[src/hw/rtl/qeb_pkg.sv]
// ----------------------------------------------------------------------------
// qeb_pkg: shared types and constants for the quadrature encoder bank
// Encoder count, field widths, transition marks and the command word that
// travels from the front classifier to the back counter stage.
// ----------------------------------------------------------------------------
`default_nettype none

package qeb_pkg;

	// Number of encoders in the bank (1..8)
	localparam int NUM_ENCODERS = 4;

	// Field widths
	localparam int CODE_W    = 16;
	localparam int BUTTON_W  = 8;
	localparam int IDX_W     = 3;
	localparam int COUNT_W   = 8;
	localparam int S_TDATA_W = 24;
	localparam int M_TDATA_W = 24;

	// Index width into the per-encoder count arrays
	localparam int ENC_W = (NUM_ENCODERS > 1) ? $clog2(NUM_ENCODERS) : 1;

	// Saturation limits of both counts
	localparam logic signed [COUNT_W-1:0] COUNT_MIN = -8'sd64;
	localparam logic signed [COUNT_W-1:0] COUNT_MAX = 8'sd64;

	// Last encoder index
	localparam logic [IDX_W-1:0] LAST_IDX = IDX_W'(NUM_ENCODERS - 1);

	// Command queue depth
	localparam int FIFO_DEPTH = 2;
	localparam int PTR_W      = (FIFO_DEPTH > 1) ? $clog2(FIFO_DEPTH) : 1;
	localparam int FCNT_W     = $clog2(FIFO_DEPTH + 1);

	// Operation codes carried on tuser
	typedef enum logic {
		OP_POLL  = 1'b0,
		OP_CLEAR = 1'b1
	} op_t;

	// Last counting transition of an encoder
	typedef enum logic [2:0] {
		MARK_NONE       = 3'd0,
		MARK_DOWN_FROM1 = 3'd1,
		MARK_DOWN_FROM0 = 3'd2,
		MARK_UP_FROM3   = 3'd3,
		MARK_UP_FROM1   = 3'd4
	} mark_t;

	// Classified command: clear, or per-encoder step direction and target
	typedef struct packed {
		logic                    clear;
		logic [NUM_ENCODERS-1:0] step_dn;
		logic [NUM_ENCODERS-1:0] step_up;
		logic [NUM_ENCODERS-1:0] held;
	} cmd_t;

endpackage

`default_nettype wire

[src/hw/rtl/qeb_front.sv]
// ----------------------------------------------------------------------------
// qeb_front: transition classifier
// Takes poll and clear transactions, compares codes against the previous
// poll, applies the anti-repeat marks and emits one command per transaction.
// ----------------------------------------------------------------------------
`default_nettype none

module qeb_front import qeb_pkg::*; (
	input  wire logic                clk,
	input  wire logic                arst_n,
	input  wire logic                take,        // transaction accepted
	input  wire logic                op,
	input  wire logic [CODE_W-1:0]   code_bits,
	input  wire logic [BUTTON_W-1:0] button_held,
	output cmd_t                     cmd
);

	logic [CODE_W-1:0] prev_codes_q;
	mark_t             mark_q [NUM_ENCODERS];
	mark_t             mark_d [NUM_ENCODERS];
	logic              is_clear;

	assign is_clear = (op == OP_CLEAR);

	// Classify each encoder's transition
	always_comb begin
		logic [1:0] now_c;
		logic [1:0] was_c;
		cmd.clear   = is_clear;
		cmd.step_dn = '0;
		cmd.step_up = '0;
		cmd.held    = '0;
		for (int k = 0; k < NUM_ENCODERS; k++) begin
			now_c          = code_bits[2*k +: 2];
			was_c          = prev_codes_q[2*k +: 2];
			mark_d[k]      = mark_q[k];
			cmd.held[k]    = button_held[k];
			if ((now_c == 2'd0 && was_c == 2'd1 && mark_q[k] != MARK_DOWN_FROM1) ||
			    (now_c == 2'd3 && was_c == 2'd0 && mark_q[k] != MARK_DOWN_FROM0)) begin
				cmd.step_dn[k] = !is_clear;
				mark_d[k]      = (was_c == 2'd1) ? MARK_DOWN_FROM1 : MARK_DOWN_FROM0;
			end else if ((now_c == 2'd0 && was_c == 2'd3 && mark_q[k] != MARK_UP_FROM3) ||
			             (now_c == 2'd3 && was_c == 2'd1 && mark_q[k] != MARK_UP_FROM1)) begin
				cmd.step_up[k] = !is_clear;
				mark_d[k]      = (was_c == 2'd1) ? MARK_UP_FROM1 : MARK_UP_FROM3;
			end
		end
	end

	// Update codes and marks on a poll; hold them on a clear
	always_ff @(posedge clk or negedge arst_n) begin
		if (!arst_n) begin
			prev_codes_q <= '0;
			for (int k = 0; k < NUM_ENCODERS; k++) begin
				mark_q[k] <= MARK_NONE;
			end
		end else if (take && !is_clear) begin
			prev_codes_q <= code_bits;
			for (int k = 0; k < NUM_ENCODERS; k++) begin
				mark_q[k] <= mark_d[k];
			end
		end
	end

endmodule

`default_nettype wire

[src/hw/rtl/qeb_cmd_fifo.sv]
// ----------------------------------------------------------------------------
// qeb_cmd_fifo: command queue
// Short register queue between the classifier and the counter stage.
// ----------------------------------------------------------------------------
`default_nettype none

module qeb_cmd_fifo import qeb_pkg::*; (
	input  wire logic clk,
	input  wire logic arst_n,
	input  wire logic push,
	input  wire cmd_t push_cmd,
	output logic      full,
	input  wire logic pop,
	output logic      not_empty,
	output cmd_t      pop_cmd
);

	cmd_t              mem_q [FIFO_DEPTH];
	logic [PTR_W-1:0]  wr_ptr_q;
	logic [PTR_W-1:0]  rd_ptr_q;
	logic [FCNT_W-1:0] count_q;
	logic              do_push;
	logic              do_pop;

	assign full      = (count_q == FCNT_W'(FIFO_DEPTH));
	assign not_empty = (count_q != '0);
	assign pop_cmd   = mem_q[rd_ptr_q];
	assign do_push   = push && !full;
	assign do_pop    = pop && not_empty;

	// Store entries
	always_ff @(posedge clk) begin
		if (do_push) begin
			mem_q[wr_ptr_q] <= push_cmd;
		end
	end

	// Advance pointers and occupancy
	always_ff @(posedge clk or negedge arst_n) begin
		if (!arst_n) begin
			wr_ptr_q <= '0;
			rd_ptr_q <= '0;
			count_q  <= '0;
		end else begin
			if (do_push) begin
				wr_ptr_q <= (wr_ptr_q == PTR_W'(FIFO_DEPTH - 1)) ? '0 : wr_ptr_q + 1'b1;
			end
			if (do_pop) begin
				rd_ptr_q <= (rd_ptr_q == PTR_W'(FIFO_DEPTH - 1)) ? '0 : rd_ptr_q + 1'b1;
			end
			if (do_push && !do_pop) begin
				count_q <= count_q + 1'b1;
			end else if (do_pop && !do_push) begin
				count_q <= count_q - 1'b1;
			end
		end
	end

endmodule

`default_nettype wire

[src/hw/rtl/qeb_back.sv]
// ----------------------------------------------------------------------------
// qeb_back: counter stage and result serializer
// Applies saturating steps or a clear to the counts, then, for a poll, sends one
// result per encoder through a registered output.
// ----------------------------------------------------------------------------
`default_nettype none

module qeb_back import qeb_pkg::*; (
	input  wire logic                clk,
	input  wire logic                arst_n,
	input  wire logic                cmd_valid,
	input  wire cmd_t                cmd,
	output logic                     cmd_pop,
	output logic                     out_valid,
	input  wire logic                out_ready,
	output logic [IDX_W-1:0]         encoder_index,
	output logic signed [COUNT_W-1:0] turn_count,
	output logic signed [COUNT_W-1:0] held_turn_count,
	output logic                     last
);

	logic signed [COUNT_W-1:0] plain_q [NUM_ENCODERS];
	logic signed [COUNT_W-1:0] held_q  [NUM_ENCODERS];
	logic                      busy_q;
	logic [IDX_W-1:0]          idx_q;
	logic                      advance;
	logic                      idx_last;

	assign advance  = !out_valid || out_ready;
	assign idx_last = (idx_q == LAST_IDX);
	assign cmd_pop  = cmd_valid && (!busy_q || (advance && idx_last));

	// Apply steps or clear when a command is taken
	always_ff @(posedge clk or negedge arst_n) begin
		if (!arst_n) begin
			for (int k = 0; k < NUM_ENCODERS; k++) begin
				plain_q[k] <= '0;
				held_q[k]  <= '0;
			end
		end else if (cmd_pop) begin
			for (int k = 0; k < NUM_ENCODERS; k++) begin
				if (cmd.clear) begin
					plain_q[k] <= '0;
					held_q[k]  <= '0;
				end else if (cmd.held[k]) begin
					if (cmd.step_dn[k] && held_q[k] > COUNT_MIN) begin
						held_q[k] <= held_q[k] - 8'sd1;
					end else if (cmd.step_up[k] && held_q[k] < COUNT_MAX) begin
						held_q[k] <= held_q[k] + 8'sd1;
					end
				end else begin
					if (cmd.step_dn[k] && plain_q[k] > COUNT_MIN) begin
						plain_q[k] <= plain_q[k] - 8'sd1;
					end else if (cmd.step_up[k] && plain_q[k] < COUNT_MAX) begin
						plain_q[k] <= plain_q[k] + 8'sd1;
					end
				end
			end
		end
	end

	// Walk encoder index while a poll is being reported
	always_ff @(posedge clk or negedge arst_n) begin
		if (!arst_n) begin
			busy_q <= 1'b0;
			idx_q  <= '0;
		end else if (cmd_pop) begin
			busy_q <= !cmd.clear;
			idx_q  <= '0;
		end else if (busy_q && advance) begin
			if (idx_last) begin
				busy_q <= 1'b0;
			end
			idx_q <= idx_q + 1'b1;
		end
	end

	// Output register valid
	always_ff @(posedge clk or negedge arst_n) begin
		if (!arst_n) begin
			out_valid <= 1'b0;
		end else if (advance) begin
			out_valid <= busy_q;
		end
	end

	// Output register payload
	always_ff @(posedge clk) begin
		if (busy_q && advance) begin
			encoder_index   <= idx_q;
			turn_count      <= plain_q[idx_q[ENC_W-1:0]];
			held_turn_count <= held_q[idx_q[ENC_W-1:0]];
			last            <= idx_last;
		end
	end

`ifndef ASSERT_OFF
	a_last_index: assert property (@(posedge clk) disable iff (!arst_n)
		out_valid && last |-> encoder_index == LAST_IDX)
		else $error("last flag on wrong encoder index");

	a_count_range: assert property (@(posedge clk) disable iff (!arst_n)
		out_valid |-> turn_count >= COUNT_MIN && turn_count <= COUNT_MAX &&
			held_turn_count >= COUNT_MIN && held_turn_count <= COUNT_MAX)
		else $error("count outside saturation range");

	a_clear_silent: assert property (@(posedge clk) disable iff (!arst_n)
		cmd_pop && cmd.clear |=> !busy_q)
		else $error("clear started a report");

	a_poll_starts: assert property (@(posedge clk) disable iff (!arst_n)
		cmd_pop && !cmd.clear |=> busy_q && idx_q == '0)
		else $error("poll did not start at encoder zero");
`endif

endmodule

`default_nettype wire

[src/hw/rtl/quadrature_encoder_bank.sv]
// A poll accepted into the command queue is popped by the counter stage into its busy
// and index registers; results then leave the output register one per cycle while
// m_tready is high, one per encoder for each poll. The serializer sets the rate.
// A two-entry command queue lets input transactions continue while results drain.
// Reset (arst_n low): counts, previous codes and marks go to zero, queue empties.
// ----------------------------------------------------------------------------
// quadrature_encoder_bank: rotary encoder bank decoder
// Classifies quadrature transitions per encoder and keeps saturating plain
// and held-button turn counts, reported one encoder per result transfer.
// ----------------------------------------------------------------------------
`default_nettype none

module quadrature_encoder_bank import qeb_pkg::*; (
	input  wire logic                 clk,
	input  wire logic                 arst_n,
	// Input stream
	input  wire logic                 s_tvalid,
	output logic                      s_tready,
	input  wire logic [S_TDATA_W-1:0] s_tdata,   // [15:0] code_bits, [23:16] button_held
	input  wire logic                 s_tuser,   // [0] op
	// Result stream
	output logic                      m_tvalid,
	input  wire logic                 m_tready,
	output logic [M_TDATA_W-1:0]      m_tdata,   // [2:0] encoder_index, [10:3] turn_count,
	                                             // [18:11] held_turn_count, [23:19] zero
	output logic                      m_tlast
);

	cmd_t                      front_cmd;
	cmd_t                      back_cmd;
	logic                      fifo_full;
	logic                      fifo_valid;
	logic                      fifo_pop;
	logic                      take;
	logic [IDX_W-1:0]          encoder_index;
	logic signed [COUNT_W-1:0] turn_count;
	logic signed [COUNT_W-1:0] held_turn_count;

	assign s_tready = !fifo_full;
	assign take     = s_tvalid && s_tready;

	// Classify incoming transactions
	qeb_front u_front (
		.clk         (clk),
		.arst_n      (arst_n),
		.take        (take),
		.op          (s_tuser),
		.code_bits   (s_tdata[CODE_W-1:0]),
		.button_held (s_tdata[CODE_W +: BUTTON_W]),
		.cmd         (front_cmd)
	);

	// Decouple classifier from counter stage
	qeb_cmd_fifo u_fifo (
		.clk       (clk),
		.arst_n    (arst_n),
		.push      (take),
		.push_cmd  (front_cmd),
		.full      (fifo_full),
		.pop       (fifo_pop),
		.not_empty (fifo_valid),
		.pop_cmd   (back_cmd)
	);

	// Count and report
	qeb_back u_back (
		.clk             (clk),
		.arst_n          (arst_n),
		.cmd_valid       (fifo_valid),
		.cmd             (back_cmd),
		.cmd_pop         (fifo_pop),
		.out_valid       (m_tvalid),
		.out_ready       (m_tready),
		.encoder_index   (encoder_index),
		.turn_count      (turn_count),
		.held_turn_count (held_turn_count),
		.last            (m_tlast)
	);

	// Pack result fields
	assign m_tdata = {5'b0, held_turn_count, turn_count, encoder_index};

endmodule

`default_nettype wire
[config.mk]
export PLATFORM = sky130hd
export DESIGN_NAME = quadrature_encoder_bank
export DESIGN_NICKNAME = d
export VERILOG_FILES = /design/src/hw/rtl/qeb_pkg.sv /design/src/hw/rtl/qeb_front.sv /design/src/hw/rtl/qeb_cmd_fifo.sv /design/src/hw/rtl/qeb_back.sv /design/src/hw/rtl/quadrature_encoder_bank.sv
export SDC_FILE = /design/constraint.sdc
export NUM_CORES = 1
export LEC_CHECK = 0
export BUFFER_PORTS_ARGS = -buffer_cell sky130_fd_sc_hd__buf_4
export CAP_MARGIN = 10
export CORE_UTILIZATION = 50
export DETAILED_ROUTE_END_ITERATION = 8
export GPL_TIMING_DRIVEN = 0
export PLACE_DENSITY = 0.71
export SLEW_MARGIN = 25
export SYNTH_ARGS = -nofsm -noshare
export SYNTH_HDL_FRONTEND = slang
export SYNTH_HIERARCHICAL = 1
export SYNTH_SLANG_ARGS = --single-unit
[constraint.sdc]
create_clock -name clk -period 7.7 [get_ports clk]
set_input_delay 1.54 -clock clk [delete_from_list [all_inputs] [get_ports clk]]
set_output_delay 1.54 -clock clk [all_outputs]
set_load 0.05 [all_outputs]
Word level (Yosys, flattened, before mapping)
Memories as Yosys holds them, arrays and structs flattened.
Cells that the tools add are included.
W data, S select, Z words.
{"block": "totals", "ff_bits": 113, "ramBits": 26, "inputBits": 29, "output_inout_bits": 27, "elab_cells": 289, "memories": 1}
{"block": "op_classes", "addsub": 21, "magnitude_cmp": 17, "eq_ne": 34, "n_mux": 77, "bitwise_logic": 1, "n_reduce_logical": 115}
{"memory": "u_fifo.mem_q", "words": 2, "width": 13, "rd": 1, "rd_clocked_by_memory_dff": 0, "write_ports": 1, "line_no": "qeb_cmd_fifo.sv:18", "text": "cmd_t mem_q [FIFO_DEPTH];"}
{"op": "$mux W8", "count": 36}
{"op": "$add A8 B2 Y8 const B", "count": 8}
{"op": "$gt A8 B7 Y1 const B", "count": 8}
{"op": "$lt A8 B8 Y1 const B", "count": 8}
{"op": "$sub A8 B2 Y8 const B", "count": 8}
{"op": "$logic_and A1 B1 Y1", "count": 57}
{"op": "$mux W3", "count": 14}
{"op": "$bmux W8 S2", "count": 2}
{"op": "$ne A3 B2 Y1 const B", "count": 8}
{"op": "$reduce_and A3 Y1", "count": 8}
{"op": "$reduce_bool A2 Y1", "count": 12}
{"op": "$reduce_bool A3 Y1", "count": 8}
{"op": "$mux W1", "count": 19}
{"op": "$eq A2 B2 Y1 const B", "count": 9}
{"op": "$logic_not A2 Y1", "count": 8}
{"op": "$mux W2", "count": 6}
{"op": "$ne A3 B1 Y1 const B", "count": 4}
{"op": "$ne A3 B3 Y1 const B", "count": 4}
{"op": "$logic_or A1 B1 Y1", "count": 10}
{"op": "$reduce_and A2 Y1", "count": 5}
{"op": "$eq A2 B1 Y1 const B", "count": 4}
{"op": "$ne A2 B1 Y1 const B", "count": 4}
{"op": "$logic_not A1 Y1", "count": 7}
{"op": "$add A3 B1 Y3 const B", "count": 1}
{"op": "6 further kinds", "count": 7}

Longest topological paths before layout
Gate-level depths: netlist of the first run.
{"block": "depth", "ltp_word": 9, "depth_mapped": 11, "depth_no_buf": 11}

Modules after synthesis
Netlist of the first run, hierarchy kept.
{"mod": "qeb_back", "instances": 1, "cells_each": 617, "area_each_um2": 6389.9, "seq_area_each_um2": 2327.2}
{"mod": "qeb_front", "instances": 1, "cells_each": 152, "area_each_um2": 1428.9, "seq_area_each_um2": 500.5}
{"mod": "qeb_cmd_fifo", "instances": 1, "cells_each": 59, "area_each_um2": 1141.1, "seq_area_each_um2": 880.8}
{"mod": "quadrature_encoder_bank", "instances": 1, "cells_each": 8, "area_each_um2": 51.3, "seq_area_each_um2": 0.0}

Least setup slack after synthesis of the first run
No wires, ideal clock.
{"block": "synth_path", "path_type": "register to register", "from": "register u_fifo.rd_ptr_q", "to": "register u_back/held_q[15] in the netlist's numbering", "setup_time_ns": 0.135, "arrival_time_ns": 3.023, "required_time_ns": 7.565, "setup_slack_ns": 4.542, "stages_incl_launch_ff": 11, "path_buffers": 0, "period_less_slack_ns": 3.158, "path_cell_list": "dfrtp_1 mux2_2 inv_1 a311oi_1 ha_1 and3_1 a221oi_1 a21oi_1 nor4b_1 o21ai_0 o311ai_1"}
{"element": "start, declared", "line_no": "qeb_cmd_fifo.sv:20", "text": "logic [PTR_W-1:0] rd_ptr_q;"}
{"element": "start signal, assigned", "line_no": "qeb_cmd_fifo.sv:49", "text": "rd_ptr_q <= (rd_ptr_q == PTR_W'(FIFO_DEPTH - 1)) ? '0 : rd_ptr_q + 1'b1;"}
{"element": "end signal, assigned by index", "line_no": "qeb_back.sv:47", "text": "held_q[k] <= held_q[k] - 8'sd1;"}
{"element": "end signal, assigned by index", "line_no": "qeb_back.sv:49", "text": "held_q[k] <= held_q[k] + 8'sd1;"}
{"element": "end, declared", "line_no": "qeb_back.sv:23", "text": "logic signed [COUNT_W-1:0] held_q [NUM_ENCODERS];"}

==> qor.csv, run 1 <==
metric,value,unit
FP Rows,48,
area of the multi-input gates,4912,sq um
CTS Root Buffer Type,clkbuf_16,
ys async rst share,0.6691,
clock tree sinks,139,
Switch Pwr,1.702,mW
CTS buffer count,17,
P_int,2.301,mW
Initial DRT Pass Iterations,5,
period utilization,0.4643,
Comb pwr share,0.471,
hold buffer count at cts,0,
Starting Density,0.5156,
sw frac,0.4252,
Clock Pin Slew Worst Setup and Hold Paths,60,ps
Synth Flop Type,dfrtp_1,
clk_lat worst skew,420,ps
GP Congestion,0.8392,
IO Pins,56,
Crit path arrival time,3850,ps
initial DRC count,394,
first-pass GRT wire length,32760,um
Rel. slew slack,0.3770,
initial antenna violation count,0,
Clock Skew,8.340,ps
"Min Clock Period, post-route",3575,ps
register area,3709,sq um
sequential share of the synthesized area,0.4116,
Residual DRC,0,
vias in the first global route,6478,
Lkg Pwr,4.539,nW
Syn. warnings,6,
final setup vio count,0,
setup bufs post-CTS,0,
Critical Path Fanout Max,8,
GRT Total Usage,0.2292,
Mean Syn Cell Area,10.78,sq um
FMAX,279.7,MHz
CTS tree,yes,
Hold WC Path Type,flip-flop to flip-flop,
RSZ-0062 raised after global routing,no,
pin count of the biggest net entering global routing,94,
Congestion Overflow GR,0,
post-synth top area share,0.2583,
Clk network pwr share,0.202,
Yosys top cell by area,dfrtp_1,
Total Wirelength,19200,um
Startpoint Class,flip-flop,
# H-tree levels,4,
Setup TNS,0,ps
Avg WL per Cell,16.99,um
"count leader, synth",nand2_1,
Layout Nets,984,
clk buf depth,2,
data required time of the worst path,7980,ps
Hold Slack,470.7,ps
utilization after layout,0.5815,
vias after detailed routing,6558,
cts repair resizes,0,
largest cells by area after synthesis,"dfrtp_1 26%, edfxtp_1 15%, ha_1 7.6%",
Seq cells post-synth,139,
Buffers on Ports,33,
Flop pwr share,0.327,
vias per cell,5.804,
most instantiated cells after synthesis,"96 x nand2_1, 93 x dfrtp_1, 55 x ha_1",
placed wire-length estimate,14050,um
Max Slew Vio Count,0,
Post-synth EDFFs,46,
CP Capture Type,flip-flop,
PD cells,393.8,nW/um^2
Least-Margin Pin Slew,934.4,ps
status,"complete, no violations",
"Distinct cells, synth",73,
antenna diode count,0,
Final Hold Viols,0,
Die H,136.2,um
die width,136.2,um
synthesized area,9011,sq um
layout cells sized above 1,0.1724,
max capacitance violation total,0,
Worst VDD drop,323.1,uV
Mapped Cells,836,
Core ar.,17480,sq um
Final ANT Viol Nets,0,
Fillers,1444,
Die ar.,18560,sq um
crit path kind,flip-flop to flip-flop,
Layout area overhead,12.79,%
==> metrics by stage <==
step / instance area [sq um] / worst slack [ps] / power (mW) / cells
after CTS: 10160 / 4146 / 4.016 / 1130
final: 10160 / 4125 / 4.003 / 1130
after detailed placement: 9572 / 4190 / 3.192 / 1098
after global placement: 9555 / 3805 / 3.141 / 1098
after global routing: 10160 / 3932 / 4.297 / 1130
after floorplan: 9026 / 4542 / 2.711 / 840
==> layout make-up <==
class | count | share of cell area
Buffer | 39 | 0.02782
Clock buffer | 19 | 0.04358
Clock inverter | 13 | 0.01428
Inverter | 37 | 0.01366
Multi-Input combinational cell | 625 | 0.4833
Sequential cell | 139 | 0.3649
Tap cell | 225 | 0.02770
Timing Repair Buffer | 33 | 0.02474
==> metal layers <==
layer,track usage,vias up,routed length (um)
li1,-,3221,-
met1,0.3112,3171,8971
met2,0.3723,152,9107
met3,0.04735,14,958
met4,0.05864,0,159
met5,0,-,0
==> critical path, stage by stage, from the launching register on <==
cell,delay [ps]
dfrtp_1,450
mux2_2,360
inv_1,110
a311oi_2,670
ha_1,410
and3_1,200
a221oi_1,430
a21oi_1,240
nor4b_1,200
o21ai_0,220
o311ai_1,150
==> registers in the layout, indices dropped and copies added, names as in the netlist, 8 cells and up <==
register and count:
u_back/held_q 32, u_fifo/mem_q 26, u_back/held_turn_count 8, u_back/turn_count 8, u_front/mark_q 12, u_front/prev_codes_q 8
u_back/plain_q 32
==> path summary, 6_finish.rpt <==
| kind | slack, ps | endpoint | startpoint | cells past startpoint |
|---|---|---|---|---|
| hold / removal | 470 | u_back/encoder_index[2] | u_back/idx_q[2] | 0 |
| setup / recovery | 4130 | u_back/held_q[15] | u_fifo/rd_ptr_q | 10 |
| setup reg to reg | 4130 | u_back/held_q[15] | u_fifo/rd_ptr_q | 10 |
| hold reg to reg | 470 | u_back/encoder_index[2] | u_back/idx_q[2] | 0 |
| min in group asynchronous | 1170 | u_back/held_q[25] | arst_n | 1 |
| max in group asynchronous | 5830 | u_back/plain_q[29] | arst_n | 1 |
==> logic make-up after synthesis <==
group	after synthesis	synth area share
DFF	139	0.4116
buffers and inverters	76	0.04679
other	1	0.0004162
AOI/OAI and AO/OA	229	0.1902
muxes	44	0.07484
xor gates and xnor gates	51	0.04957
and+or+nand+nor	233	0.1325
adders and majority gates	63	0.09414
==> cell usage in the layout, fill, tap and decap left out, types with 17 or more instances in the layout <==
cell type,instances
xor2_1,19
edfxtp_1,46
ha_1,55
clkbuf_16,17
nand2_1,96
o31ai_1,39
buf_4,44
inv_1,37
o21ai_0,19
a21o_1,36
a21oi_1,47
nor3_1,18
xnor2_1,32
dfrtp_1,93
nor2_1,42
==> power groups by stage <==
stage	clock network, mW	logic (mW)	registers (mW)
final	0.810	1.89	1.31
after detailed placement	0	1.87	1.32
after CTS	0.823	1.89	1.31
after floorplan	0	1.29	1.42
after global placement	0	1.84	1.31
after global routing	0.861	2.09	1.35
(Power assumes the default switching activity.)
==> run 2: changes to the inputs <==
--- a/config.mk
+++ b/config.mk
@@ -10,7 +10,7 @@
 export CORE_UTILIZATION = 50
 export DETAILED_ROUTE_END_ITERATION = 8
 export GPL_TIMING_DRIVEN = 0
-export PLACE_DENSITY = 0.71
+export PLACE_DENSITY = 0.73
 export SLEW_MARGIN = 25
 export SYNTH_ARGS = -nofsm -noshare
 export SYNTH_HDL_FRONTEND = slang
==> constraint.sdc (replaced) <==
create_clock -name clk -period 3 [get_ports clk]
set_input_delay 0.6 -clock clk [delete_from_list [all_inputs] [get_ports clk]]
set_output_delay 0.6 -clock clk [all_outputs]
set_load 0.05 [all_outputs]
==> run 2 against run 1 <==
First-iteration DRC count is 4.8% lower. Sequential share of layout area is 2.2 points lower. Global-route usage increased by 0.87 points. Maximum frequency is 20% higher. Critical path depth is 1 higher. Critical endpoint is now u_back/plain_q[30]. Highest routed layer unchanged.
==> qor.csv, run 2 (synthesis gave the netlist of run 1 again) <==
metric,value,unit,change
GP Congestion,0.8409,,was 0.8392
CTS Root Buffer Type,clkbuf_16,,unchanged
Setup TNS,0,ps,unchanged
placed wire-length estimate,14130,um,"was 14,050 um"
"most common cell after layout, fill and taps aside",nand2_1,,unchanged
Buffers on Ports,33,,unchanged
Residual DRC,0,,unchanged
Fillers,1345,,"was 1,444"
Layout Nets,1033,,was 984
Least-Margin Pin Slew,976.9,ps,was 934.4 ps
first-pass GRT wire length,34050,um,"was 32,760 um"
status,"complete, no violations",,unchanged
Starting Density,0.5156,,unchanged
clk_lat worst skew,420,ps,about the same
Die ar.,18560,sq um,unchanged
Critical Path Fanout Max,4,,was 8
Initial DRT Pass Iterations,5,,unchanged
# H-tree levels,4,,unchanged
vias after detailed routing,6884,,"was 6,558"
Worst VDD drop,691.2,uV,was 323.1 uV
Most common cell on crit path,a21o_1,,
Rel. slew slack,0.3487,,was 0.3770
period utilization,0.9949,,was 0.4643
GRT Total Usage,0.2379,,was 0.2292
CP cell instances,or4_4 -> o31a_1 -> o21ai_2 -> inv_2 -> fa_2 -> a21o_1 -> a21o_1 -> a21o_1 -> a21oi_2 -> xor2_1 -> o31ai_1,,was mux2_2 -> inv_1 -> a311oi_2 -> ha_1 -> and3_1 -> a221oi_1 -> a21oi_1 -> nor4b_1 -> o21ai_0 -> o311ai_1
CTS tree,yes,,unchanged
vias in the first global route,6826,,"was 6,478"
antenna diode count,0,,unchanged
crit path kind,flip-flop to flip-flop,,unchanged
Core ar.,17480,sq um,unchanged
Final Hold Viols,0,,unchanged
clk buf depth,2,,unchanged
Startpoint Class,flip-flop,,unchanged
largest registers,"u_back/held_q: 32 flops, u_back/plain_q: 32 flops, u_fifo/mem_q: 26 flops",,unchanged
initial antenna violation count,0,,unchanged
Hold WC Path Type,primary input to asynchronous set/reset pin,,was flip-flop to flip-flop
Total Wirelength,21220,um,"was 19,200 um"
PD cells,1004,nW/um^2,was 393.8 nW/um^2
initial DRC count,375,,was 394
Crit path arrival time,3260,ps,was 3850 ps
IO Pins,56,,unchanged
Congestion Overflow GR,0,,unchanged
CP Capture Type,flip-flop,,unchanged
clock tree sinks,139,,unchanged
Avg WL per Cell,18.00,um,was 16.99 um
Layout area overhead,20.61,%,was 12.79%
layout cells sized above 1,0.2820,,was 0.1724
Die H,136.2,um,unchanged
Final ANT Viol Nets,0,,unchanged
register area,3721,sq um,was 3709 sq um
Slowest cell on crit path,or4_4,,was a311oi_2
CTS buffer count,17,,unchanged
Total Power,10.91,mW,was 4.003 mW
area of the multi-input gates,5243,sq um,was 4912 sq um
final setup vio count,0,,unchanged
"Min Clock Period, post-route",2985,ps,was 3575 ps
"commonest non-fill, non-tap cells in the layout","96 x nand2_1, 92 x buf_4, 83 x dfrtp_1",,"was 96 x nand2_1, 93 x dfrtp_1, 55 x ha_1"
data required time of the worst path,3280,ps,was 7980 ps
CP max stage delay,530,ps,was 670 ps
Clock Pin Slew Worst Setup and Hold Paths,60,ps,about the same
pin count of the biggest net entering global routing,94,,unchanged
FMAX,335.1,MHz,was 279.7 MHz
RSZ-0062 raised after global routing,yes,,was no
Lkg Pwr,4.744,nW,was 4.539 nW
FP Rows,48,,unchanged
Clock Skew,6.544,ps,was 8.340 ps
max capacitance violation total,0,,unchanged
die width,136.2,um,unchanged
Max Slew Vio Count,0,,unchanged
vias per cell,5.839,,was 5.804
## run 2: cell count changes in the layout (fill, tap and decap cells not counted), moves of 5 or more
cell,previous run,this run
clkinv_4,5,0
inv_4,1,6
buf_4,44,92
inv_1,37,30
a21oi_1,47,23
dfrtp_2,0,10
o21ai_0,19,14
ha_4,0,9
fa_1,8,2
ha_1,55,46
fa_2,0,6
dfrtp_1,93,83
a21oi_2,4,27
## run 2: critical path, delay by kind of cell (launching register included)
| family | cells | cell delay [ps] |
|---|---|---|
| adders and majority gates | 1 | 380 |
| buffers and inverters | 1 | 110 |
| and+or+nand+nor | 1 | 530 |
| AOI/OAI and AO/OA | 7 | 1220 |
| DFF | 1 | 400 |
| xor gates and xnor gates | 1 | 190 |
## run 2: path summary, 6_finish.rpt
| kind | cells after the start | slack, ps | endpoint | startpoint |
|---|---|---|---|---|
| min in group clk | 1 | 360 | u_fifo/mem_q[0][2] | s_tdata[18] |
| max in group asynchronous | 1 | 2040 | u_back/plain_q[8] | arst_n |
| hold reg to reg | 0 | 480 | u_back/encoder_index[0] | u_back/idx_q[0] |
| setup reg to reg | 11 | 20 | u_back/plain_q[30] | u_back/plain_q[25] |
| hold / removal | 1 | 300 | u_back/held_q[25] | arst_n |
| setup / recovery | 11 | 20 | u_back/plain_q[30] | u_back/plain_q[25] |
## run 2: through the flow
step	utilization	std cells	worst slack (ps)	instance area [sq um]	hold slack [ps]
after CTS	0.5977	1152	-57.41	10450	321.2
after detailed placement	0.5477	1098	-479.3	9572	465.9
after global routing	0.6219	1179	-118.0	10870	353.0
after floorplan	-	840	3.282	9032	304.4
final	0.6219	1179	15.45	10870	295.4
after global placement	0.5471	1098	-511.5	9562	459.8
## run 2: metal layers
metal	GRT usage	vias up	part of all wire
met5	0	-	0
met1	0.3063	3384	0.45
met4	0.07716	0	0.019
met3	0.05593	28	0.049
met2	0.3931	170	0.49
li1	-	3302	-
## run 2: what timing repair did
item,CTS,global route
pin swaps,15,52
buffers inserted,22,27
setup endpoints to repair,20,27
gates cloned,0,0
endpoints found under the hold margin,0,0
gates resized for setup,39,54
hold buffers,0,0
## run 2: final cells by class
class	count	share of cell area
multi-input cells	625	0.4824
flip-flops and latches	139	0.3424
repair buffers	82	0.05733
clock buffers	23	0.04214
plain buffers	39	0.02671
well taps	225	0.02590
inverters	37	0.01416
clock inverters	9	0.008980
## run 2: where the power goes
group	internal (mW)	switching [mW]	total [mW]
clock	1.23	0.780	2.01
combinational	2.35	3.21	5.55
sequential	2.72	0.623	3.35
total	6.31	4.61	10.9
